### config.mk
export PLATFORM = sky130hd
export DESIGN_NAME = unix_seconds_to_calendar
export DESIGN_NICKNAME = d
export VERILOG_FILES = /design/src/rtl/usc_pkg.sv /design/src/rtl/unix_seconds_to_calendar.sv
export SDC_FILE = /design/constraint.sdc
export NUM_CORES = 1
export LEC_CHECK = 0
export BUFFER_PORTS_ARGS = -buffer_cell sky130_fd_sc_hd__buf_2
export CAP_MARGIN = 30
export CORE_MARGIN = 2
export CORE_UTILIZATION = 50
export CTS_CLUSTER_SIZE = 10
export DETAILED_ROUTE_END_ITERATION = 7
export PLACE_DENSITY = 0.69
export SETUP_SLACK_MARGIN = 0.02
export SLEW_MARGIN = 15
export SYNTH_ARGS = -nofsm -noshare
export SYNTH_HDL_FRONTEND = slang
export SYNTH_SLANG_ARGS = --single-unit
export TNS_END_PERCENT = 20
### constraint.sdc
create_clock -name clk -period 14.83 [get_ports clk]
set_clock_uncertainty 0.05 [all_clocks]
set_input_delay 1.483 -clock clk [delete_from_list [all_inputs] [get_ports clk]]
set_output_delay 1.483 -clock clk [all_outputs]
set_load 0.02 [all_outputs]
### src/rtl/usc_pkg.sv
// ---------------------------------------------------------------------------
// usc_pkg
// Shared types and constants for the seconds-to-calendar converter.
// ---------------------------------------------------------------------------
package usc_pkg;

  localparam int unsigned EPOCH_W    = 32;
  localparam int unsigned YEAR_W     = 12;
  localparam int unsigned MONTH_W    = 4;
  localparam int unsigned DAY_W      = 5;
  localparam int unsigned HOUR_W     = 5;
  localparam int unsigned MINUTE_W   = 6;

  // Working accumulator: holds a partial remainder (< 86400) or a day count
  localparam int unsigned ACC_W      = 17;
  // Trial operand of the shared subtractor, one bit wider
  localparam int unsigned OPD_W      = ACC_W + 1;
  // Day quotient / dividend shift register
  localparam int unsigned SH_W       = 16;

  localparam logic [OPD_W-1:0] SEC_PER_DAY  = OPD_W'(86400);
  localparam logic [OPD_W-1:0] SEC_PER_HOUR = OPD_W'(3600);
  localparam logic [OPD_W-1:0] SEC_PER_MIN  = OPD_W'(60);
  localparam logic [OPD_W-1:0] DAYS_LEAP    = OPD_W'(366);
  localparam logic [OPD_W-1:0] DAYS_COMMON  = OPD_W'(365);

  localparam logic [YEAR_W-1:0]  EPOCH_YEAR = YEAR_W'(1970);
  // 1970 mod 4, mod 100, mod 400
  localparam logic [1:0]         EPOCH_MOD4   = 2'd2;
  localparam logic [6:0]         EPOCH_MOD100 = 7'd70;
  localparam logic [8:0]         EPOCH_MOD400 = 9'd370;
  localparam logic [6:0]         MOD100_LAST  = 7'd99;
  localparam logic [8:0]         MOD400_LAST  = 9'd399;

  localparam logic [MONTH_W-1:0] MONTH_JAN = 4'd1;
  localparam logic [MONTH_W-1:0] MONTH_FEB = 4'd2;
  localparam logic [MONTH_W-1:0] MONTH_DEC = 4'd12;

  // Iteration counts of the three divisions (quotient bits)
  localparam logic [4:0] DAY_STEPS  = 5'd16;
  localparam logic [4:0] HOUR_STEPS = 5'd5;
  localparam logic [4:0] MIN_STEPS  = 5'd6;

  typedef enum logic [2:0] {
    ST_IDLE,
    ST_DAY,
    ST_HOUR,
    ST_MIN,
    ST_YEAR,
    ST_MONTH,
    ST_DONE
  } usc_state_t;

  // Days in a month; February gains a day in leap years
  function automatic logic [DAY_W-1:0] month_days(input logic [MONTH_W-1:0] m,
                                                  input logic              leap);
    logic [DAY_W-1:0] d;
    unique case (m)
      MONTH_FEB:                 d = leap ? 5'd29 : 5'd28;
      4'd4, 4'd6, 4'd9, 4'd11:   d = 5'd30;
      default:                   d = 5'd31;
    endcase
    return d;
  endfunction

endpackage

### src/rtl/unix_seconds_to_calendar.sv
// ---------------------------------------------------------------------------
// unix_seconds_to_calendar
// Converts unsigned Unix seconds into Gregorian year, month, day, hour, minute.
// ---------------------------------------------------------------------------
// One item is converted at a time through a single 18-bit subtract-and-compare
// unit under a small sequencer. After a load step, restoring division by 86400
// yields a 16-bit day quotient, then division of the remainder gives a 5-bit
// hour and a 6-bit minute quotient; a year loop then subtracts one year's days
// per whole year since 1970 (up to 136) and a month loop subtracts month lengths
// up to the month of the result. in_ready is high only while the sequencer is
// idle. The result sits in its own output register, so a new item may be taken
// while the previous result waits for out_ready. Seconds within the minute are
// dropped; every 32-bit input is legal and the largest gives 2106-02-07 06:28.
// ---------------------------------------------------------------------------
module unix_seconds_to_calendar (
  input  logic                          clk,
  input  logic                          rst_n,
  input  logic                          in_valid,
  output logic                          in_ready,
  input  logic [usc_pkg::EPOCH_W-1:0]   in_epoch_seconds,
  output logic                          out_valid,
  input  logic                          out_ready,
  output logic [usc_pkg::YEAR_W-1:0]    out_cal_year,
  output logic [usc_pkg::MONTH_W-1:0]   out_cal_month,
  output logic [usc_pkg::DAY_W-1:0]     out_cal_day,
  output logic [usc_pkg::HOUR_W-1:0]    out_cal_hour,
  output logic [usc_pkg::MINUTE_W-1:0]  out_cal_minute
);
  import usc_pkg::*;

  // Sequencer
  usc_state_t state_r, state_nxt;

  // Working registers
  logic [ACC_W-1:0]    acc_r, acc_nxt;       // partial remainder, then days left
  logic [SH_W-1:0]     sh_r, sh_nxt;         // dividend bits out, quotient bits in
  logic [3:0]          cnt_r, cnt_nxt;       // division step counter
  logic [SH_W-1:0]     days_r, days_nxt;     // whole days since epoch
  logic [YEAR_W-1:0]   year_r, year_nxt;
  logic [1:0]          m4_r, m4_nxt;         // year mod 4
  logic [6:0]          m100_r, m100_nxt;     // year mod 100
  logic [8:0]          m400_r, m400_nxt;     // year mod 400
  logic [MONTH_W-1:0]  month_r, month_nxt;
  logic [HOUR_W-1:0]   hour_r, hour_nxt;
  logic [MINUTE_W-1:0] minute_r, minute_nxt;

  // Output register
  logic                out_valid_r, out_valid_nxt;
  logic [YEAR_W-1:0]   o_year_r, o_year_nxt;
  logic [MONTH_W-1:0]  o_month_r, o_month_nxt;
  logic [DAY_W-1:0]    o_day_r, o_day_nxt;
  logic [HOUR_W-1:0]   o_hour_r, o_hour_nxt;
  logic [MINUTE_W-1:0] o_minute_r, o_minute_nxt;

  // Shared subtract unit
  logic [OPD_W-1:0]    opd_a, opd_b;
  logic [OPD_W:0]      diff;
  logic                geq;
  logic [ACC_W-1:0]    rem_step;
  logic [SH_W-1:0]     quo_step;
  logic                leap;
  logic                last_step;
  logic                out_free;

  assign leap      = ((m4_r == 2'd0) && (m100_r != 7'd0)) || (m400_r == 9'd0);
  assign last_step = (cnt_r == 4'd0);
  assign out_free  = !out_valid_r || out_ready;

  // Operand select: division steps shift the next dividend bit in,
  // year and month steps compare the day count against a length
  always_comb begin
    opd_a = {acc_r, sh_r[SH_W-1]};
    opd_b = '0;
    unique case (state_r)
      ST_DAY:   opd_b = SEC_PER_DAY;
      ST_HOUR:  opd_b = SEC_PER_HOUR;
      ST_MIN:   opd_b = SEC_PER_MIN;
      ST_YEAR: begin
        opd_a = {1'b0, acc_r};
        opd_b = leap ? DAYS_LEAP : DAYS_COMMON;
      end
      ST_MONTH: begin
        opd_a = {1'b0, acc_r};
        opd_b = OPD_W'(month_days(month_r, leap));
      end
      default: opd_a = {1'b0, acc_r};
    endcase
  end

  assign diff     = {1'b0, opd_a} - {1'b0, opd_b};
  assign geq      = !diff[OPD_W];
  assign rem_step = geq ? diff[ACC_W-1:0] : opd_a[ACC_W-1:0];
  assign quo_step = {sh_r[SH_W-2:0], geq};

  // Next state
  always_comb begin
    state_nxt = state_r;
    unique case (state_r)
      ST_IDLE:  if (in_valid)  state_nxt = ST_DAY;
      ST_DAY:   if (last_step) state_nxt = ST_HOUR;
      ST_HOUR:  if (last_step) state_nxt = ST_MIN;
      ST_MIN:   if (last_step) state_nxt = ST_YEAR;
      ST_YEAR:  if (!geq)      state_nxt = ST_MONTH;
      ST_MONTH: if ((month_r == MONTH_DEC) || !geq) state_nxt = ST_DONE;
      ST_DONE:  if (out_free)  state_nxt = ST_IDLE;
      default:                 state_nxt = ST_IDLE;
    endcase
  end

  // Datapath and outputs
  always_comb begin
    acc_nxt       = acc_r;
    sh_nxt        = sh_r;
    cnt_nxt       = cnt_r;
    days_nxt      = days_r;
    year_nxt      = year_r;
    m4_nxt        = m4_r;
    m100_nxt      = m100_r;
    m400_nxt      = m400_r;
    month_nxt     = month_r;
    hour_nxt      = hour_r;
    minute_nxt    = minute_r;
    out_valid_nxt = out_valid_r && !out_ready;
    o_year_nxt    = o_year_r;
    o_month_nxt   = o_month_r;
    o_day_nxt     = o_day_r;
    o_hour_nxt    = o_hour_r;
    o_minute_nxt  = o_minute_r;
    in_ready      = (state_r == ST_IDLE);

    unique case (state_r)
      ST_IDLE: begin
        // quotient < 2^16, so the top half is already a valid remainder
        acc_nxt   = {1'b0, in_epoch_seconds[EPOCH_W-1:SH_W]};
        sh_nxt    = in_epoch_seconds[SH_W-1:0];
        cnt_nxt   = 4'(DAY_STEPS - 5'd1);
        year_nxt  = EPOCH_YEAR;
        m4_nxt    = EPOCH_MOD4;
        m100_nxt  = EPOCH_MOD100;
        m400_nxt  = EPOCH_MOD400;
        month_nxt = MONTH_JAN;
      end
      ST_DAY: begin
        acc_nxt = rem_step;
        sh_nxt  = quo_step;
        cnt_nxt = cnt_r - 4'd1;
        if (last_step) begin
          days_nxt = quo_step;
          // seconds of day < 86400: hour quotient has 5 bits
          acc_nxt  = ACC_W'(rem_step >> HOUR_STEPS);
          sh_nxt   = {rem_step[4:0], 11'd0};
          cnt_nxt  = 4'(HOUR_STEPS - 5'd1);
        end
      end
      ST_HOUR: begin
        acc_nxt = rem_step;
        sh_nxt  = quo_step;
        cnt_nxt = cnt_r - 4'd1;
        if (last_step) begin
          hour_nxt = quo_step[HOUR_W-1:0];
          acc_nxt  = ACC_W'(rem_step >> MIN_STEPS);
          sh_nxt   = {rem_step[5:0], 10'd0};
          cnt_nxt  = 4'(MIN_STEPS - 5'd1);
        end
      end
      ST_MIN: begin
        acc_nxt = rem_step;
        sh_nxt  = quo_step;
        cnt_nxt = cnt_r - 4'd1;
        if (last_step) begin
          minute_nxt = quo_step[MINUTE_W-1:0];
          acc_nxt    = {1'b0, days_r};
        end
      end
      ST_YEAR: begin
        if (geq) begin
          acc_nxt  = diff[ACC_W-1:0];
          year_nxt = year_r + YEAR_W'(1);
          m4_nxt   = m4_r + 2'd1;
          m100_nxt = (m100_r == MOD100_LAST) ? 7'd0 : m100_r + 7'd1;
          m400_nxt = (m400_r == MOD400_LAST) ? 9'd0 : m400_r + 9'd1;
        end
      end
      ST_MONTH: begin
        if ((month_r != MONTH_DEC) && geq) begin
          acc_nxt   = diff[ACC_W-1:0];
          month_nxt = month_r + MONTH_W'(1);
        end
      end
      ST_DONE: begin
        if (out_free) begin
          out_valid_nxt = 1'b1;
          o_year_nxt    = year_r;
          o_month_nxt   = month_r;
          o_day_nxt     = acc_r[DAY_W-1:0] + DAY_W'(1);
          o_hour_nxt    = hour_r;
          o_minute_nxt  = minute_r;
        end
      end
      default: ;
    endcase
  end

  always_ff @(posedge clk) begin
    if (!rst_n) begin
      state_r     <= ST_IDLE;
      out_valid_r <= 1'b0;
    end else begin
      state_r     <= state_nxt;
      out_valid_r <= out_valid_nxt;
    end
  end

  always_ff @(posedge clk) begin
    acc_r      <= acc_nxt;
    sh_r       <= sh_nxt;
    cnt_r      <= cnt_nxt;
    days_r     <= days_nxt;
    year_r     <= year_nxt;
    m4_r       <= m4_nxt;
    m100_r     <= m100_nxt;
    m400_r     <= m400_nxt;
    month_r    <= month_nxt;
    hour_r     <= hour_nxt;
    minute_r   <= minute_nxt;
    o_year_r   <= o_year_nxt;
    o_month_r  <= o_month_nxt;
    o_day_r    <= o_day_nxt;
    o_hour_r   <= o_hour_nxt;
    o_minute_r <= o_minute_nxt;
  end

  assign out_valid      = out_valid_r;
  assign out_cal_year   = o_year_r;
  assign out_cal_month  = o_month_r;
  assign out_cal_day    = o_day_r;
  assign out_cal_hour   = o_hour_r;
  assign out_cal_minute = o_minute_r;

`ifndef SYNTHESIS
  // Restoring division keeps the partial remainder below the divisor
  a_day_rem: assert property (@(posedge clk) disable iff (!rst_n)
    (state_r == ST_HOUR) |-> ({1'b0, acc_r} < SEC_PER_HOUR))
    else $error("hour partial remainder out of range");

  // After the year loop fewer than a year's days remain
  a_month_days: assert property (@(posedge clk) disable iff (!rst_n)
    (state_r == ST_MONTH) |-> ({1'b0, acc_r} < DAYS_LEAP))
    else $error("day count too large in month loop");

  a_out_month: assert property (@(posedge clk) disable iff (!rst_n)
    out_valid |-> ((out_cal_month >= MONTH_JAN) && (out_cal_month <= MONTH_DEC)))
    else $error("month out of range");

  a_out_time: assert property (@(posedge clk) disable iff (!rst_n)
    out_valid |-> ((out_cal_hour <= 5'd23) && (out_cal_minute <= 6'd59)
                   && (out_cal_day != 5'd0)))
    else $error("time of day or day of month out of range");

  // A result is loaded only from the final state
  a_load_src: assert property (@(posedge clk) disable iff (!rst_n)
    ($rose(out_valid_r)) |-> ($past(state_r) == ST_DONE))
    else $error("result loaded outside completion");
`endif

endmodule
Yosys cells after proc, flatten, opt, wreduce, memory -nomap -nowiden

Index checks and enable logic that the tools add are counted.

Register bits: 134
Logic and storage cells: 118
Output and inout bits: 34
Input bits: 36

Reduce and logical (&&, ||, !) cells: 28
Add/sub/neg operators: 8
Mux-type cells: 40
Equal/unequal tests: 24

Operators by type and width:

| kind                  | number |
|---|---|
| $mux 17               | 6 |
| $pmux 17 s6           | 1 |
| $pmux 17 s5           | 1 |
| $pmux 16 s4           | 1 |
| $mux 16               | 2 |
| $pmux 12 s2           | 1 |
| $mux 3                | 7 |
| $pmux 3 s7            | 1 |
| $sub 18x18->19        | 1 |
| $mux 18               | 1 |
| $mux 9                | 2 |
| $ne 2x2->1 const B    | 9 |
| $pmux 9 s2            | 1 |
| $pmux 4 s4            | 1 |
| $mux 7                | 2 |
| $pmux 7 s2            | 1 |
| $add 12x1->12 const B | 1 |
| $eq 4x4->1 const B    | 3 |
| $mux 12               | 1 |
| $mux 4                | 3 |
| $reduce_and 2->1      | 6 |
| $add 9x1->9 const B   | 1 |
| $eq 3x3->1 const B    | 3 |
| $eq 9x9->1 const B    | 1 |
| other kinds (30)      | 43 |

Logic depth before layout (Yosys ltp)

Word-level depth: 11
Gate-level depth with buffers: 19
Gate-level depth less buffers: 18

Least setup slack after synthesis

No wires, ideal clock.

Path type: reg-to-reg
Start: reg state_r[0]
End: reg acc_r[0], enable pin
Stages on the path, launching flop included: 16
Arrival time: 4356 ps
Path slack: 10010 ps
Required time: 14365 ps
Buffers on the path: 5
Path through: dfxtp_1 > buf_2 > o21ba_1 > buf_6 > clkbuf_1 > clkbuf_1 > a21oi_1 > ha_1 > fa_1 > nand2b_1 > a21o_1 > a21o_1 > a21boi_2 > nor2_4 > buf_2 > o21ai_0

Longest elaborated chain between the ends: 8
Elaborated cells on any way between the ends: 16
Classes of those cells: 1 x add/sub; 7 x eq/ne; 2 x mux; 6 x reduce/logical

RTL lines:

| element                                  | RTL line                                                        | RTL |
|---|---|---|
| start, declared                          | unix_seconds_to_calendar.sv:32                                  | `usc_state_t state_r, state_nxt;` |
| start signal, assigned                   | unix_seconds_to_calendar.sv:209                                 | `state_r <= state_nxt;` |
| $eq 3x2->1 or $eq 3x1->1 (tied branches) | unix_seconds_to_calendar.sv:74, unix_seconds_to_calendar.sv:131 |  |
| $reduce_or 3->1 (no source line)         | --                                                              |  |
| $mux 18                                  | unix_seconds_to_calendar.sv:74                                  | `unique case (state_r)` |
| $sub 18x18->19                           | unix_seconds_to_calendar.sv:90                                  | `assign diff = {1'b0, opd_a} - {1'b0, opd_b};` |
| $logic_not 1->1                          | unix_seconds_to_calendar.sv:91                                  | `assign geq = !diff[OPD_W];` |
| $logic_and 1x1->1                        | unix_seconds_to_calendar.sv:185                                 | `if ((month_r != MONTH_DEC) && geq) begin` |
| $ne 2x2->1 (no source line)              | --                                                              |  |
| $reduce_and 3->1 (no source line) *      | --                                                              |  |
| end signal, assigned                     | unix_seconds_to_calendar.sv:215                                 | `acc_r <= acc_nxt;` |
| end, declared                            | unix_seconds_to_calendar.sv:35                                  | `logic [ACC_W-1:0] acc_r, acc_nxt;` |

Every way passes the cells marked *; elsewhere a longest branch is shown, timed or not.
A chain may end at the register's enable or synchronous reset.

Worst setup path in the final report

Start: reg state_r[2]
End: reg year_r[0], enable pin

Longest elaborated chain between the ends: 6
Elaborated cells on any way between the ends: 13
Classes of those cells: 1 x add/sub; 6 x eq/ne; 2 x mux; 4 x reduce/logical

RTL lines:

| element                                  | RTL line                        | RTL |
|---|---|---|
| $eq 3x2->1 or $eq 3x1->1 (tied branches) | unix_seconds_to_calendar.sv:74  |  |
| $reduce_or 3->1 (no source line)         | --                              |  |
| $mux 18                                  | unix_seconds_to_calendar.sv:74  |  |
| $sub 18x18->19                           | unix_seconds_to_calendar.sv:90  |  |
| $ne 2x2->1 (no source line)              | --                              |  |
| $reduce_and 2->1 (no source line) *      | --                              |  |
| end signal, assigned                     | unix_seconds_to_calendar.sv:219 | `year_r <= year_nxt;` |
| end, declared                            | unix_seconds_to_calendar.sv:39  | `logic [YEAR_W-1:0] year_r, year_nxt;` |

Marked as above.

==> run metrics <==
Iter 0 DRT Violations=662; crit path time final=5690 ps; XOR/XNOR share of the synthesized area=3.92%; Chip Width=127 um; adder-cell share of the synthesized area=4.71%; Setup Crit Path Kind=register to register; Mapped Nets=793; Worst-Margin Slew=937 ps; worst endpoint required time=14950 ps; slowest stage delay, CP=850 ps; FILL cells=1283; WL met2=9320 um; CTS sink count=134; DR WL/cell=20.4 um; leakage power=3.29 nW; clk slew on worst S/H paths=60 ps; Worst VDD drop=0.000104 V; Yosys reg bits=134; CTS tree=done; vias in the first global route=5838; post-route clock period utilization=38.4%; share of layout cells above drive strength 1=16.4%; Site Rows=45; top cells by area, synth=edfxtp_1, ha_1, nand2_1, nor2_1, a21oi_1; area grow syn2layout=15.1%; first-pass GRT wire length=31500 um; share of flip-flops with an asynchronous set or reset=0%; post-synthesis mux area share=2.45%; main combinational cell family by area after synthesis=compound AO/OA/AOI/OAI gates; met1 WL=8820 um; Die Area=16200 um^2; compound-gate portion of the synthesized area=18.9%; Crit path max-delay family=simple AND/OR/NAND/NOR gates; sequential-to-total area share from yosys stat=52.5%; GRT Overall Usage=25.4%; critical path arrival=5810 ps; # DRC=0; Critical-path top delay cell=dfxtp_1; post-DP HPWL=14400 um; RSZ-0062 raised after global routing=no; Core Area=15000 um^2; number of port buffers=69; Mean Syn Cell Area=10.4 um^2; Routed WL=20300 um; Max transition margin=37.5%; leading cell type by number of instances after synthesis=edfxtp_1; WHS=362 ps; Synthesis Warnings=0; highest routed layer=met4; Initial Util=50.5%; final-report setup violation count=0; Clock Tree Buf Depth=2; Post CTS Setup Buffer Count=0; Root Buffer Master=clkbuf_16; CTS Buf Count=17; Sequential cell area=3980 um^2; met3 wire len=1640 um; Post-synth top flop=edfxtp_1; CTS H-tree lvls=4; post-route total power=0.00190 W; DRT Pass-1 Iters=5; final number of max-transition violations=0; PD cells=218 nW/um^2; synthesized instance count=729; Synth area leader=edfxtp_1; Antenna Cells=0; Post-Syn Area=7590 um^2; status=finished, final reports clean; CP bufs+invs=3; cts-stage hold buffer count=0; RePlAce Congestion=0.915; most frequent cells after synthesis=edfxtp_1, nand2_1, nor2_1, a21oi_1, o21ai_0; initial antenna violation count=0; EDFF count, synth=130; gr ovfl total=0; CP cell instances=nand2b_1, nor2_1, clkinv_1, ha_1, a21oi_1, o21ai_0, a221oi_1, a21boi_2, nor2_4, inv_2, a21o_1, buf_8; f_max=176 MHz; multi-input logic area=3340 um^2; Yosys cell types=69; final hold vios=0; startpoint types=register; via count=6207; largest net degree at the start of global routing=37; cell area after layout=8740 um^2; Placed Area=8130 um^2; vias per inst=6.24; CP max FO=27; IO Count=70; Final WS setup=9140 ps; Die Ht=127 um; antenna viol nets, final=0; Final nets=858; post-synth top area share=51.4%; post-synthesis simple-gate area fraction=13.9%; Gates resized, CTS repair=0; Max-Cap Viols=0; pre-CTS WS=9230 ps; Total Negative Setup Slacks=0 ps; CP Capture Type=register; Hold Path Class=register to register; clk_lat worst skew=420 ps
kinds of logic after synthesis:
| family | Yosys count |
|---|---|
| simple gates | 233 |
| compound gates | 213 |
| buf+inv | 70 |
| fa+ha+maj | 28 |
| flops | 134 |
| mux | 17 |
| xor+xnor | 34 |
metrics by stage:
step,utilization [%],cells
after global placement,53.9,960
final,58.1,995
after CTS,58.1,994
after floorplan,-,729
after global routing,58.1,995
after detailed placement,54.1,962
final cells by class:
cell class / instances / share of cell area, %
well taps: 188 / 2.69
repair buffers: 83 / 5.21
clock inverters: 14 / 1.95
clock buffers: 18 / 4.91
inverters: 33 / 1.42
flip-flops and latches: 134 / 45.6
multi-input cells: 525 / 38.2
power by group:
part           internal, W  total [W]  leakage [nW]  switching (W)
Sequential        0.000513   0.000574          1.27      0.0000613
Combinational     0.000306   0.000903          1.74       0.000597
Clock             0.000253   0.000427         0.287       0.000174
state kept, by name, indices dropped and copies added (netlist names), 5 cells and up:
name,count
m100_r,7
m400_r,9
out_cal_hour,5
days_r,16
year_r,12
sh_r,16
minute_r,6
out_cal_day,5
out_cal_year,12
acc_r,17
out_cal_minute,6
hour_r,5
layer usage:
metal	up-vias	GRT usage, %
met5	-	0
met2	308	38.9
met3	42	6.03
li1	2881	-
met4	0	9.95
met1	2976	35.2
final timing paths:
kind | from | to | slack, ps | depth (start not counted)
max reg2reg | state_r[2] | year_r[0] | 9140 | 12
min | hour_r[0] | out_cal_hour[0] | 360 | 0
max | state_r[2] | year_r[0] | 9140 | 12
min reg2reg | hour_r[0] | out_cal_hour[0] | 360 | 0
cells in the final DEF (no fill, tap or decap), types with 6 or more instances in the layout:
| master | netlist | routed |
|---|---|---|
| o211ai_1 | 7 | 7 |
| a31oi_1 | 14 | 14 |
| mux2i_1 | 13 | 13 |
| o21a_1 | 6 | 6 |
| a21o_1 | 7 | 7 |
| buf_4 | 1 | 12 |
| and2_1 | 8 | 8 |
| xnor2_1 | 19 | 19 |
| inv_1 | 31 | 31 |
| edfxtp_1 | 130 | 130 |
| nor3_1 | 7 | 6 |
| clkbuf_16 | 0 | 17 |
| o21ai_0 | 41 | 40 |
| o22ai_1 | 11 | 11 |
| a221oi_1 | 6 | 6 |
| nand2_1 | 82 | 82 |
| xor2_1 | 15 | 15 |
| and3_1 | 15 | 15 |
| a22o_1 | 10 | 10 |
| ha_1 | 27 | 27 |
| a21oi_1 | 49 | 49 |
| or3_1 | 7 | 7 |
| a211oi_1 | 11 | 11 |
| o221ai_1 | 6 | 6 |
| nor2_1 | 66 | 66 |
| buf_2 | 4 | 70 |
| nand2b_1 | 6 | 6 |
| nand3_1 | 28 | 28 |
worst reg2reg max path: cells and delay by family (launching register included):
family                     cells  cell delay, ps
adders and majority gates      1             360
AOI/OAI and AO/OA              5            1410
buffers and inverters          3            1130
and+or+nand+nor                3            1640
DFF                            1             850
(Power assumes the default switching activity.)
